### config.mk
export PLATFORM = sky130hd
export DESIGN_NAME = stroke_moving_average_top_flat
export DESIGN_NICKNAME = d
export VERILOG_FILES = /design/src/rtl/sma_pkg.sv /design/src/rtl/sma_req_if.sv /design/src/rtl/sma_res_if.sv /design/src/rtl/stroke_moving_average_top.sv /design/src/rtl/sma_ram.sv /design/src/rtl/sma_chan.sv /design/src/flat_wrapper.sv
export SDC_FILE = /design/constraint.sdc
export NUM_CORES = 2
export LEC_CHECK = 0
export ABC_CLOCK_PERIOD_IN_PS = 16200
export BUFFER_PORTS_ARGS = -buffer_cell sky130_fd_sc_hd__buf_2
export CAP_MARGIN = 20
export CORE_UTILIZATION = 32
export CTS_CLUSTER_SIZE = 40
export DETAILED_ROUTE_END_ITERATION = 7
export MAX_ROUTING_LAYER = met4
export PLACE_DENSITY = 0.43
export REMOVE_ABC_BUFFERS = 1
export SKIP_CTS_REPAIR_TIMING = 1
export SLEW_MARGIN = 30
export SYNTH_ARGS = -nofsm -noshare
export SYNTH_HDL_FRONTEND = slang
export SYNTH_SLANG_ARGS = --single-unit
### constraint.sdc
create_clock -name i_clk -period 16.2 [get_ports i_clk]
set_input_delay 1.62 -clock i_clk [delete_from_list [all_inputs] [get_ports i_clk]]
set_output_delay 1.62 -clock i_clk [all_outputs]
set_load 0.01 [all_outputs]
### src/rtl/sma_pkg.sv
// Shared types and constants for the stroke moving average block.
package sma_pkg;

    localparam int SMA_WINDOW_DEF = 8;
    localparam int SMA_POS_W      = 20;
    localparam int SMA_ATTR_W     = 16;

    typedef enum logic {
        REQ_START = 1'b0,
        REQ_NEXT  = 1'b1
    } t_req_type;

    typedef struct packed {
        logic load;
        logic start;
        logic use_fill;
    } t_chan_ctrl;

endpackage

### src/rtl/sma_req_if.sv
// Request channel carrying one pen sample.
interface sma_req_if import sma_pkg::*; ();
    logic                         valid;
    logic                         ready;
    logic                         req_type;
    logic signed [SMA_POS_W-1:0]  pos_x;
    logic signed [SMA_POS_W-1:0]  pos_y;
    logic        [SMA_ATTR_W-1:0] pressure;
    logic signed [SMA_ATTR_W-1:0] azimuth;
    logic signed [SMA_ATTR_W-1:0] altitude;
    logic        [SMA_ATTR_W-1:0] aux_value;

    modport source (output valid, req_type, pos_x, pos_y, pressure, azimuth, altitude,
                    aux_value, input ready);
    modport sink   (input valid, req_type, pos_x, pos_y, pressure, azimuth, altitude,
                    aux_value, output ready);
endinterface

### src/rtl/sma_res_if.sv
// Result channel carrying the new and previous averages.
interface sma_res_if import sma_pkg::*; ();
    logic                         valid;
    logic                         ready;
    logic signed [SMA_POS_W-1:0]  avg_x;
    logic signed [SMA_POS_W-1:0]  avg_y;
    logic        [SMA_ATTR_W-1:0] avg_pressure;
    logic signed [SMA_ATTR_W-1:0] avg_azimuth;
    logic signed [SMA_ATTR_W-1:0] avg_altitude;
    logic        [SMA_ATTR_W-1:0] avg_aux;
    logic signed [SMA_POS_W-1:0]  prev_x;
    logic signed [SMA_POS_W-1:0]  prev_y;
    logic        [SMA_ATTR_W-1:0] prev_pressure;
    logic signed [SMA_ATTR_W-1:0] prev_azimuth;
    logic signed [SMA_ATTR_W-1:0] prev_altitude;
    logic        [SMA_ATTR_W-1:0] prev_aux;

    modport source (output valid, avg_x, avg_y, avg_pressure, avg_azimuth, avg_altitude,
                    avg_aux, prev_x, prev_y, prev_pressure, prev_azimuth, prev_altitude,
                    prev_aux, input ready);
    modport sink   (input valid, avg_x, avg_y, avg_pressure, avg_azimuth, avg_altitude,
                    avg_aux, prev_x, prev_y, prev_pressure, prev_azimuth, prev_altitude,
                    prev_aux, output ready);
endinterface

### src/rtl/stroke_moving_average_top.sv
// Top level of the six-channel pen stroke moving average filter.
// The block takes one request per cycle unless its output stalls, and delivers its result
// in the cycle after the request is accepted; the rate is set by the sum update in each
// channel and by the ring RAMs, which read the entry to be replaced in the cycle before.
// A start request loads the window with its sample without a clearing pass: per-entry
// valid bits mark the entries written since then; the others read as the start sample.
module stroke_moving_average_top import sma_pkg::*; #(
    parameter int WINDOW = SMA_WINDOW_DEF
) (
    input  logic      i_clk,
    input  logic      i_rst_n,
    sma_req_if.sink   i_req,
    sma_res_if.source o_res
);

    localparam int K = $clog2(WINDOW);

    logic              r_out_valid;
    logic [K-1:0]      r_wp;
    logic [K-1:0]      n_wp;
    logic [WINDOW-1:0] r_vld;
    logic              ready;
    logic              accept;
    logic              start;
    t_chan_ctrl        ctrl;

    assign ready  = !r_out_valid || o_res.ready;
    assign accept = i_req.valid && ready;
    assign start  = (i_req.req_type == REQ_START);

    always_comb begin
        n_wp = r_wp;
        if (accept) begin
            n_wp = start ? '0 : r_wp + 1'b1;
        end
        ctrl.load     = accept;
        ctrl.start    = start;
        ctrl.use_fill = !r_vld[r_wp];
    end

    always_ff @(posedge i_clk) begin
        if (!i_rst_n) begin
            r_out_valid <= 1'b0;
            r_wp        <= '0;
            r_vld       <= '0;
        end else begin
            r_wp <= n_wp;
            if (accept) begin
                r_out_valid <= 1'b1;
                if (start) begin
                    r_vld <= '0;
                end else begin
                    r_vld[r_wp] <= 1'b1;
                end
            end else if (o_res.ready) begin
                r_out_valid <= 1'b0;
            end
        end
    end

    assign i_req.ready = ready;
    assign o_res.valid = r_out_valid;

    sma_chan #(.DATA_W(SMA_POS_W), .IS_SIGNED(1'b1), .WINDOW(WINDOW)) u_chan_x (
        .i_clk (i_clk), .i_rst_n (i_rst_n), .i_ctrl (ctrl),
        .i_waddr (r_wp), .i_raddr (n_wp), .i_sample (i_req.pos_x),
        .o_avg (o_res.avg_x), .o_prev (o_res.prev_x)
    );

    sma_chan #(.DATA_W(SMA_POS_W), .IS_SIGNED(1'b1), .WINDOW(WINDOW)) u_chan_y (
        .i_clk (i_clk), .i_rst_n (i_rst_n), .i_ctrl (ctrl),
        .i_waddr (r_wp), .i_raddr (n_wp), .i_sample (i_req.pos_y),
        .o_avg (o_res.avg_y), .o_prev (o_res.prev_y)
    );

    sma_chan #(.DATA_W(SMA_ATTR_W), .IS_SIGNED(1'b0), .WINDOW(WINDOW)) u_chan_pressure (
        .i_clk (i_clk), .i_rst_n (i_rst_n), .i_ctrl (ctrl),
        .i_waddr (r_wp), .i_raddr (n_wp), .i_sample (i_req.pressure),
        .o_avg (o_res.avg_pressure), .o_prev (o_res.prev_pressure)
    );

    sma_chan #(.DATA_W(SMA_ATTR_W), .IS_SIGNED(1'b1), .WINDOW(WINDOW)) u_chan_azimuth (
        .i_clk (i_clk), .i_rst_n (i_rst_n), .i_ctrl (ctrl),
        .i_waddr (r_wp), .i_raddr (n_wp), .i_sample (i_req.azimuth),
        .o_avg (o_res.avg_azimuth), .o_prev (o_res.prev_azimuth)
    );

    sma_chan #(.DATA_W(SMA_ATTR_W), .IS_SIGNED(1'b1), .WINDOW(WINDOW)) u_chan_altitude (
        .i_clk (i_clk), .i_rst_n (i_rst_n), .i_ctrl (ctrl),
        .i_waddr (r_wp), .i_raddr (n_wp), .i_sample (i_req.altitude),
        .o_avg (o_res.avg_altitude), .o_prev (o_res.prev_altitude)
    );

    sma_chan #(.DATA_W(SMA_ATTR_W), .IS_SIGNED(1'b0), .WINDOW(WINDOW)) u_chan_aux (
        .i_clk (i_clk), .i_rst_n (i_rst_n), .i_ctrl (ctrl),
        .i_waddr (r_wp), .i_raddr (n_wp), .i_sample (i_req.aux_value),
        .o_avg (o_res.avg_aux), .o_prev (o_res.prev_aux)
    );

    a_result_follows: assert property (@(posedge i_clk) disable iff (!i_rst_n)
        accept |=> r_out_valid)
        else $error("accepted request did not produce a pending result");

    a_start_rewinds: assert property (@(posedge i_clk) disable iff (!i_rst_n)
        accept && start |=> r_wp == '0 && r_vld == '0)
        else $error("start request did not rewind the window");

    a_next_advances: assert property (@(posedge i_clk) disable iff (!i_rst_n)
        accept && !start |=> r_wp == K'($past(r_wp) + 1'b1))
        else $error("write pointer did not advance on a continue request");

    a_idle_hold: assert property (@(posedge i_clk) disable iff (!i_rst_n)
        !accept |=> $stable(r_wp) && $stable(r_vld))
        else $error("window state changed without a request");

    a_stall_only_full: assert property (@(posedge i_clk) disable iff (!i_rst_n)
        !ready |-> r_out_valid)
        else $error("request channel stalled with an empty result register");

endmodule

### src/rtl/sma_ram.sv
// Generic single-write, single-read RAM with registered read data.
module sma_ram #(
    parameter int WIDTH = 16,
    parameter int DEPTH = 8
) (
    input  logic                     i_clk,
    input  logic                     i_we,
    input  logic [$clog2(DEPTH)-1:0] i_waddr,
    input  logic [WIDTH-1:0]         i_wdata,
    input  logic [$clog2(DEPTH)-1:0] i_raddr,
    output logic [WIDTH-1:0]         o_rdata
);

    logic [WIDTH-1:0] r_mem [DEPTH];
    logic [WIDTH-1:0] r_rdata;

    always_ff @(posedge i_clk) begin
        if (i_we) begin
            r_mem[i_waddr] <= i_wdata;
        end
        r_rdata <= r_mem[i_raddr];
    end

    assign o_rdata = r_rdata;

endmodule

### src/rtl/sma_chan.sv
// One averaging channel: sample ring, running sum, fill value and result registers.
module sma_chan import sma_pkg::*; #(
    parameter int DATA_W    = 16,
    parameter bit IS_SIGNED = 1'b0,
    parameter int WINDOW    = SMA_WINDOW_DEF
) (
    input  logic                      i_clk,
    input  logic                      i_rst_n,
    input  t_chan_ctrl                i_ctrl,
    input  logic [$clog2(WINDOW)-1:0] i_waddr,
    input  logic [$clog2(WINDOW)-1:0] i_raddr,
    input  logic [DATA_W-1:0]         i_sample,
    output logic [DATA_W-1:0]         o_avg,
    output logic [DATA_W-1:0]         o_prev
);

    localparam int K     = $clog2(WINDOW);
    localparam int SUM_W = DATA_W + K;

    logic [SUM_W-1:0]  r_sum;
    logic [SUM_W-1:0]  n_sum;
    logic [DATA_W-1:0] r_fill;
    logic [DATA_W-1:0] r_avg;
    logic [DATA_W-1:0] r_prev;
    logic [DATA_W-1:0] n_prev;
    logic [DATA_W-1:0] ram_rdata;
    logic [DATA_W-1:0] old_val;
    logic [SUM_W-1:0]  new_ext;
    logic [SUM_W-1:0]  old_ext;

    sma_ram #(
        .WIDTH (DATA_W),
        .DEPTH (WINDOW)
    ) u_ring (
        .i_clk   (i_clk),
        .i_we    (i_ctrl.load && !i_ctrl.start),
        .i_waddr (i_waddr),
        .i_wdata (i_sample),
        .i_raddr (i_raddr),
        .o_rdata (ram_rdata)
    );

    // Entries not written since the last start of stroke read as the start sample.
    always_comb begin
        old_val = i_ctrl.use_fill ? r_fill : ram_rdata;
        new_ext = {{K{IS_SIGNED && i_sample[DATA_W-1]}}, i_sample};
        old_ext = {{K{IS_SIGNED && old_val[DATA_W-1]}}, old_val};
        if (i_ctrl.start) begin
            n_sum  = {i_sample, {K{1'b0}}};
            n_prev = i_sample;
        end else begin
            n_sum  = r_sum + new_ext - old_ext;
            n_prev = r_sum[SUM_W-1:K];
        end
    end

    always_ff @(posedge i_clk) begin
        if (!i_rst_n) begin
            r_sum  <= '0;
            r_fill <= '0;
        end else if (i_ctrl.load) begin
            r_sum <= n_sum;
            if (i_ctrl.start) begin
                r_fill <= i_sample;
            end
        end
    end

    always_ff @(posedge i_clk) begin
        if (i_ctrl.load) begin
            r_avg  <= n_sum[SUM_W-1:K];
            r_prev <= n_prev;
        end
    end

    assign o_avg  = r_avg;
    assign o_prev = r_prev;

endmodule

### src/flat_wrapper.sv
// flat-port wrapper written by rule: the top's interface ports become plain ports
module stroke_moving_average_top_flat import sma_pkg::*;
#(
    parameter int WINDOW = SMA_WINDOW_DEF
)
  (i_clk, i_rst_n, i_req_valid, i_req_req_type, i_req_pos_x, i_req_pos_y, i_req_pressure, i_req_azimuth, i_req_altitude, i_req_aux_value, i_req_ready, o_res_valid, o_res_avg_x, o_res_avg_y, o_res_avg_pressure, o_res_avg_azimuth, o_res_avg_altitude, o_res_avg_aux, o_res_prev_x, o_res_prev_y, o_res_prev_pressure, o_res_prev_azimuth, o_res_prev_altitude, o_res_prev_aux, o_res_ready);
  sma_req_if i_req_i ();
  sma_res_if o_res_i ();
  input  logic i_clk;
  input  logic i_rst_n;
  input wire logic [$bits(i_req_i.valid)-1:0] i_req_valid;
  input wire logic [$bits(i_req_i.req_type)-1:0] i_req_req_type;
  input wire logic [$bits(i_req_i.pos_x)-1:0] i_req_pos_x;
  input wire logic [$bits(i_req_i.pos_y)-1:0] i_req_pos_y;
  input wire logic [$bits(i_req_i.pressure)-1:0] i_req_pressure;
  input wire logic [$bits(i_req_i.azimuth)-1:0] i_req_azimuth;
  input wire logic [$bits(i_req_i.altitude)-1:0] i_req_altitude;
  input wire logic [$bits(i_req_i.aux_value)-1:0] i_req_aux_value;
  output wire logic [$bits(i_req_i.ready)-1:0] i_req_ready;
  output wire logic [$bits(o_res_i.valid)-1:0] o_res_valid;
  output wire logic [$bits(o_res_i.avg_x)-1:0] o_res_avg_x;
  output wire logic [$bits(o_res_i.avg_y)-1:0] o_res_avg_y;
  output wire logic [$bits(o_res_i.avg_pressure)-1:0] o_res_avg_pressure;
  output wire logic [$bits(o_res_i.avg_azimuth)-1:0] o_res_avg_azimuth;
  output wire logic [$bits(o_res_i.avg_altitude)-1:0] o_res_avg_altitude;
  output wire logic [$bits(o_res_i.avg_aux)-1:0] o_res_avg_aux;
  output wire logic [$bits(o_res_i.prev_x)-1:0] o_res_prev_x;
  output wire logic [$bits(o_res_i.prev_y)-1:0] o_res_prev_y;
  output wire logic [$bits(o_res_i.prev_pressure)-1:0] o_res_prev_pressure;
  output wire logic [$bits(o_res_i.prev_azimuth)-1:0] o_res_prev_azimuth;
  output wire logic [$bits(o_res_i.prev_altitude)-1:0] o_res_prev_altitude;
  output wire logic [$bits(o_res_i.prev_aux)-1:0] o_res_prev_aux;
  input wire logic [$bits(o_res_i.ready)-1:0] o_res_ready;
  assign i_req_i.valid = i_req_valid;
  assign i_req_i.req_type = i_req_req_type;
  assign i_req_i.pos_x = i_req_pos_x;
  assign i_req_i.pos_y = i_req_pos_y;
  assign i_req_i.pressure = i_req_pressure;
  assign i_req_i.azimuth = i_req_azimuth;
  assign i_req_i.altitude = i_req_altitude;
  assign i_req_i.aux_value = i_req_aux_value;
  assign i_req_ready = i_req_i.ready;
  assign o_res_valid = o_res_i.valid;
  assign o_res_avg_x = o_res_i.avg_x;
  assign o_res_avg_y = o_res_i.avg_y;
  assign o_res_avg_pressure = o_res_i.avg_pressure;
  assign o_res_avg_azimuth = o_res_i.avg_azimuth;
  assign o_res_avg_altitude = o_res_i.avg_altitude;
  assign o_res_avg_aux = o_res_i.avg_aux;
  assign o_res_prev_x = o_res_i.prev_x;
  assign o_res_prev_y = o_res_i.prev_y;
  assign o_res_prev_pressure = o_res_i.prev_pressure;
  assign o_res_prev_azimuth = o_res_i.prev_azimuth;
  assign o_res_prev_altitude = o_res_i.prev_altitude;
  assign o_res_prev_aux = o_res_i.prev_aux;
  assign o_res_i.ready = o_res_ready;
  stroke_moving_average_top #(.WINDOW(WINDOW)) u_core (.i_clk(i_clk), .i_rst_n(i_rst_n), .i_req(i_req_i), .o_res(o_res_i));
endmodule
==> out/qor.csv <==
metric,value,unit
"Seq/Total Area, Yosys",0.630,
dominant register cell in the synthesized netlist,edfxtp_1,
number of antenna violations at the first check in global routing,16,
result of the run,completed,
"top cells by area, synth","edfxtp_1 (52%), dfxtp_1 (11%), nand2_1 (9.3%), nand3_1 (4.7%), fa_1 (3.7%)",
CP max stage cell,buf_4,
number of unique standard cell types used by synthesis,86,
residual DRC count,0,
yosys warns,0,
"Clk Latency, worst-skew pair",0.81,ns
commonest cells in the netlist,"nand2_1 (1493), edfxtp_1 (1040), nand3_1 (566), dfxtp_1 (342), a21oi_1 (250)",
post-layout instance area,70000,sq um
area of the core,188000,sq um
height of the die,437,um
worst-path cell chain,"mux4_2, mux2i_4, buf_4, buf_4, mux2_2, ha_1, inv_1, ha_1, inv_1, fa_1, nor2b_1, o31ai_1, o211ai_1, a211oi_1, o21ai_0, xnor2_1, nand2_1, a21boi_0",
Port Buffer Count,318,
post-DP HPWL,101000,um
clock sink count,1382,
Hold WS,0.448,ns
final setup violation count,0,
largest incremental delay on the critical path,0.69,ns
"Period Utilization, post-route",0.386,
violation count after the first detailed-route iteration,2661,
cell type group with the largest total delay on the critical path,compound AO/OA/AOI/OAI gates,
flop and latch count out of synthesis,1382,
GR Overflow Total,0,
final hold vios,0,
H-tree level count,4,
most used standard cell by instance count after synthesis,nand2_1,
synthesized area per cell,11.3,sq um
growth of design area from synthesis to finish,15.9,%
TritonCTS buffer count,161,
class of the worst hold path,reg -> reg,
Setup Crit Path Kind,reg -> reg,
placer's final routability congestion estimate,0.819,
share of Yosys cell area claimed by the top area cell type,0.517,
worst slew slack as a fraction of its limit,0.317,
number of top-level design ports,319,
CTS tree,yes,
launching element type of the critical path,flop,
Max-cap violations,0,
unrepaired setup endpoints after global routing,no,
required time of the worst setup path,16.71,ns
multi-input logic area,20900,sq um
Final Skew,0.0256,ns
x dimension of the die,437,um
kind of capture point of the worst setup path,flop,
Synth async-reset ratio,0,
global-route wire length before repair,266000,um
Pre-antenna DRT Iters,5,
vias per cell,4.94,
sum of buffers and inverters on the critical path,4,
fraction of the core area covered by cells at the end of the flow,0.373,
layout cell share with drive strength beyond 1,0.123,
starting density of the core,0.322,
number of buffers between clock root and the deepest sink,3,
total power density per cell area,138,nW/um^2
setup TNS after final layout,0,ns
"Net count, final",5954,
via count of the first global-routing pass,40400,
time the worst path needs with I/O delays and setup,6.26,ns
row count,159,
routed length per instance,21.8,um
area of the die,191000,sq um
GRT Overall Usage,0.191,
Total Power Consumption,9.65,mW
total placed instance area,64600,sq um
number of enable flip-flop cells after synthesis,1040,
cell taking the most area after synthesis,edfxtp_1,
maximum number of pins on one net before global-route repair,178,
critical path arrival,6.76,ns
Leak Pwr,27.1,nW
number of inserted filler cells in the final layout,18400,
worst-path fanout max,31,
"IR drop worst, VDD",0.0902,mV
fmax,0.160,GHz
CTS root buf,clkbuf_16,
Detail Route Antenna Nets,0,
"Reg clk slew, reported paths",0.05,ns
cells after synthesis,5365,
total routed wirelength,180000,um
Worst Tran Pin Value,1.02,ns
area of all sequential standard cells,38100,sq um
detailed-route via count,40800,
combined area of all synthesized cells,60400,sq um
final-report max-slew violation count,0,
layout make-up:
cell class / count / share of cell area
clock inverters: 61 / 0.00946
flip-flops and latches: 1382 / 0.544
multi-input cells: 3580 / 0.298
clock buffers: 242 / 0.0664
well taps: 2495 / 0.0446
diodes: 6 / 0.000214
repair buffers: 378 / 0.0312
inverters: 103 / 0.00577
cells by family after synthesis:
logic type | after synthesis | share of synthesized area
simple gates | 2355 | 0.165
flops | 1382 | 0.630
compound gates | 750 | 0.0761
buf+inv | 403 | 0.0265
fa+ha+maj | 239 | 0.0634
mux | 149 | 0.0260
xor+xnor | 87 | 0.0126
tightest hold or removal path, cell delays in order (launching register included):
cell and delay [ns]:
dfxtp_1 0.30, nand2_1 0.05, a21oi_1 0.05
placed cells by master (no fill, tap or decap), drive strengths merged, types with 6 or more instances in the layout:
cell	instances
nand2b	25
nor2	116
nor2b	39
o21bai	11
o21a	13
nand3	566
a21oi	252
and3	15
xnor2	56
o21ba	6
or2	9
o21ai	218
mux2i	104
clkinvlp	6
diode	6
ha	127
a311oi	13
fa	112
nor3	41
mux2	43
dfxtp	342
or3	9
o211ai	9
nand2	1493
xor2	31
bufinv	11
a31oi	39
edfxtp	1040
a211oi	24
a21o	90
buf	378
clkbuf	242
inv	108
o31ai	11
clkinv	39
nand4	21
metal layers:
layer / GRT usage / up-vias / routed length, um
met1: 0.249 / 20300 / 82200
met5: - / - / 0
li1: - / 19500 / -
met3: 0.0263 / 221 / 6680
met4: 0.0532 / 0 / 3920
met2: 0.310 / 790 / 87000
sequential cells by signal, indices dropped and copies added (netlist names), 23 cells and up:
| signal | count |
|---|---|
| u_core.u_chan_pressure.u_ring.r_mem | 128 |
| u_core.u_chan_y.r_sum | 23 |
| u_core.u_chan_y.u_ring.r_mem | 160 |
| u_core.u_chan_azimuth.u_ring.r_mem | 128 |
| u_core.u_chan_altitude.u_ring.r_mem | 128 |
| u_core.u_chan_x.r_sum | 23 |
| u_core.u_chan_aux.u_ring.r_mem | 128 |
| u_core.u_chan_x.u_ring.r_mem | 160 |
through the flow:
step	worst slack (ns)	instances
finish	9.94	8247
global route	9.48	8246
CTS	9.89	8239
detailed placement	9.92	7936
global placement	9.92	7936
floorplan	-1.47	5065
power by group:
part	internal, mW	switching (mW)
combinational	0.714	1.16
clock	2.16	1.48
sequential	4.03	0.0954
total	6.91	2.74
path summary, 6_finish.rpt:
check,from,end,slack (ns),depth (start not counted)
setup / recovery,u_core.r_wp[1]$_SDFF_PN0_,u_core.u_chan_y.o_avg[19]$_DFFE_PP_,9.94,18
hold / removal,u_core.u_chan_pressure.r_sum[0]$_SDFFE_PN0P_,u_core.u_chan_pressure.r_sum[0]$_SDFFE_PN0P_,0.45,2
setup reg to reg,u_core.r_wp[1]$_SDFF_PN0_,u_core.u_chan_y.o_avg[19]$_DFFE_PP_,9.94,18
hold reg to reg,u_core.u_chan_pressure.r_sum[0]$_SDFFE_PN0P_,u_core.u_chan_pressure.r_sum[0]$_SDFFE_PN0P_,0.45,2
Note: power is estimated with default switching activity, not from simulation.
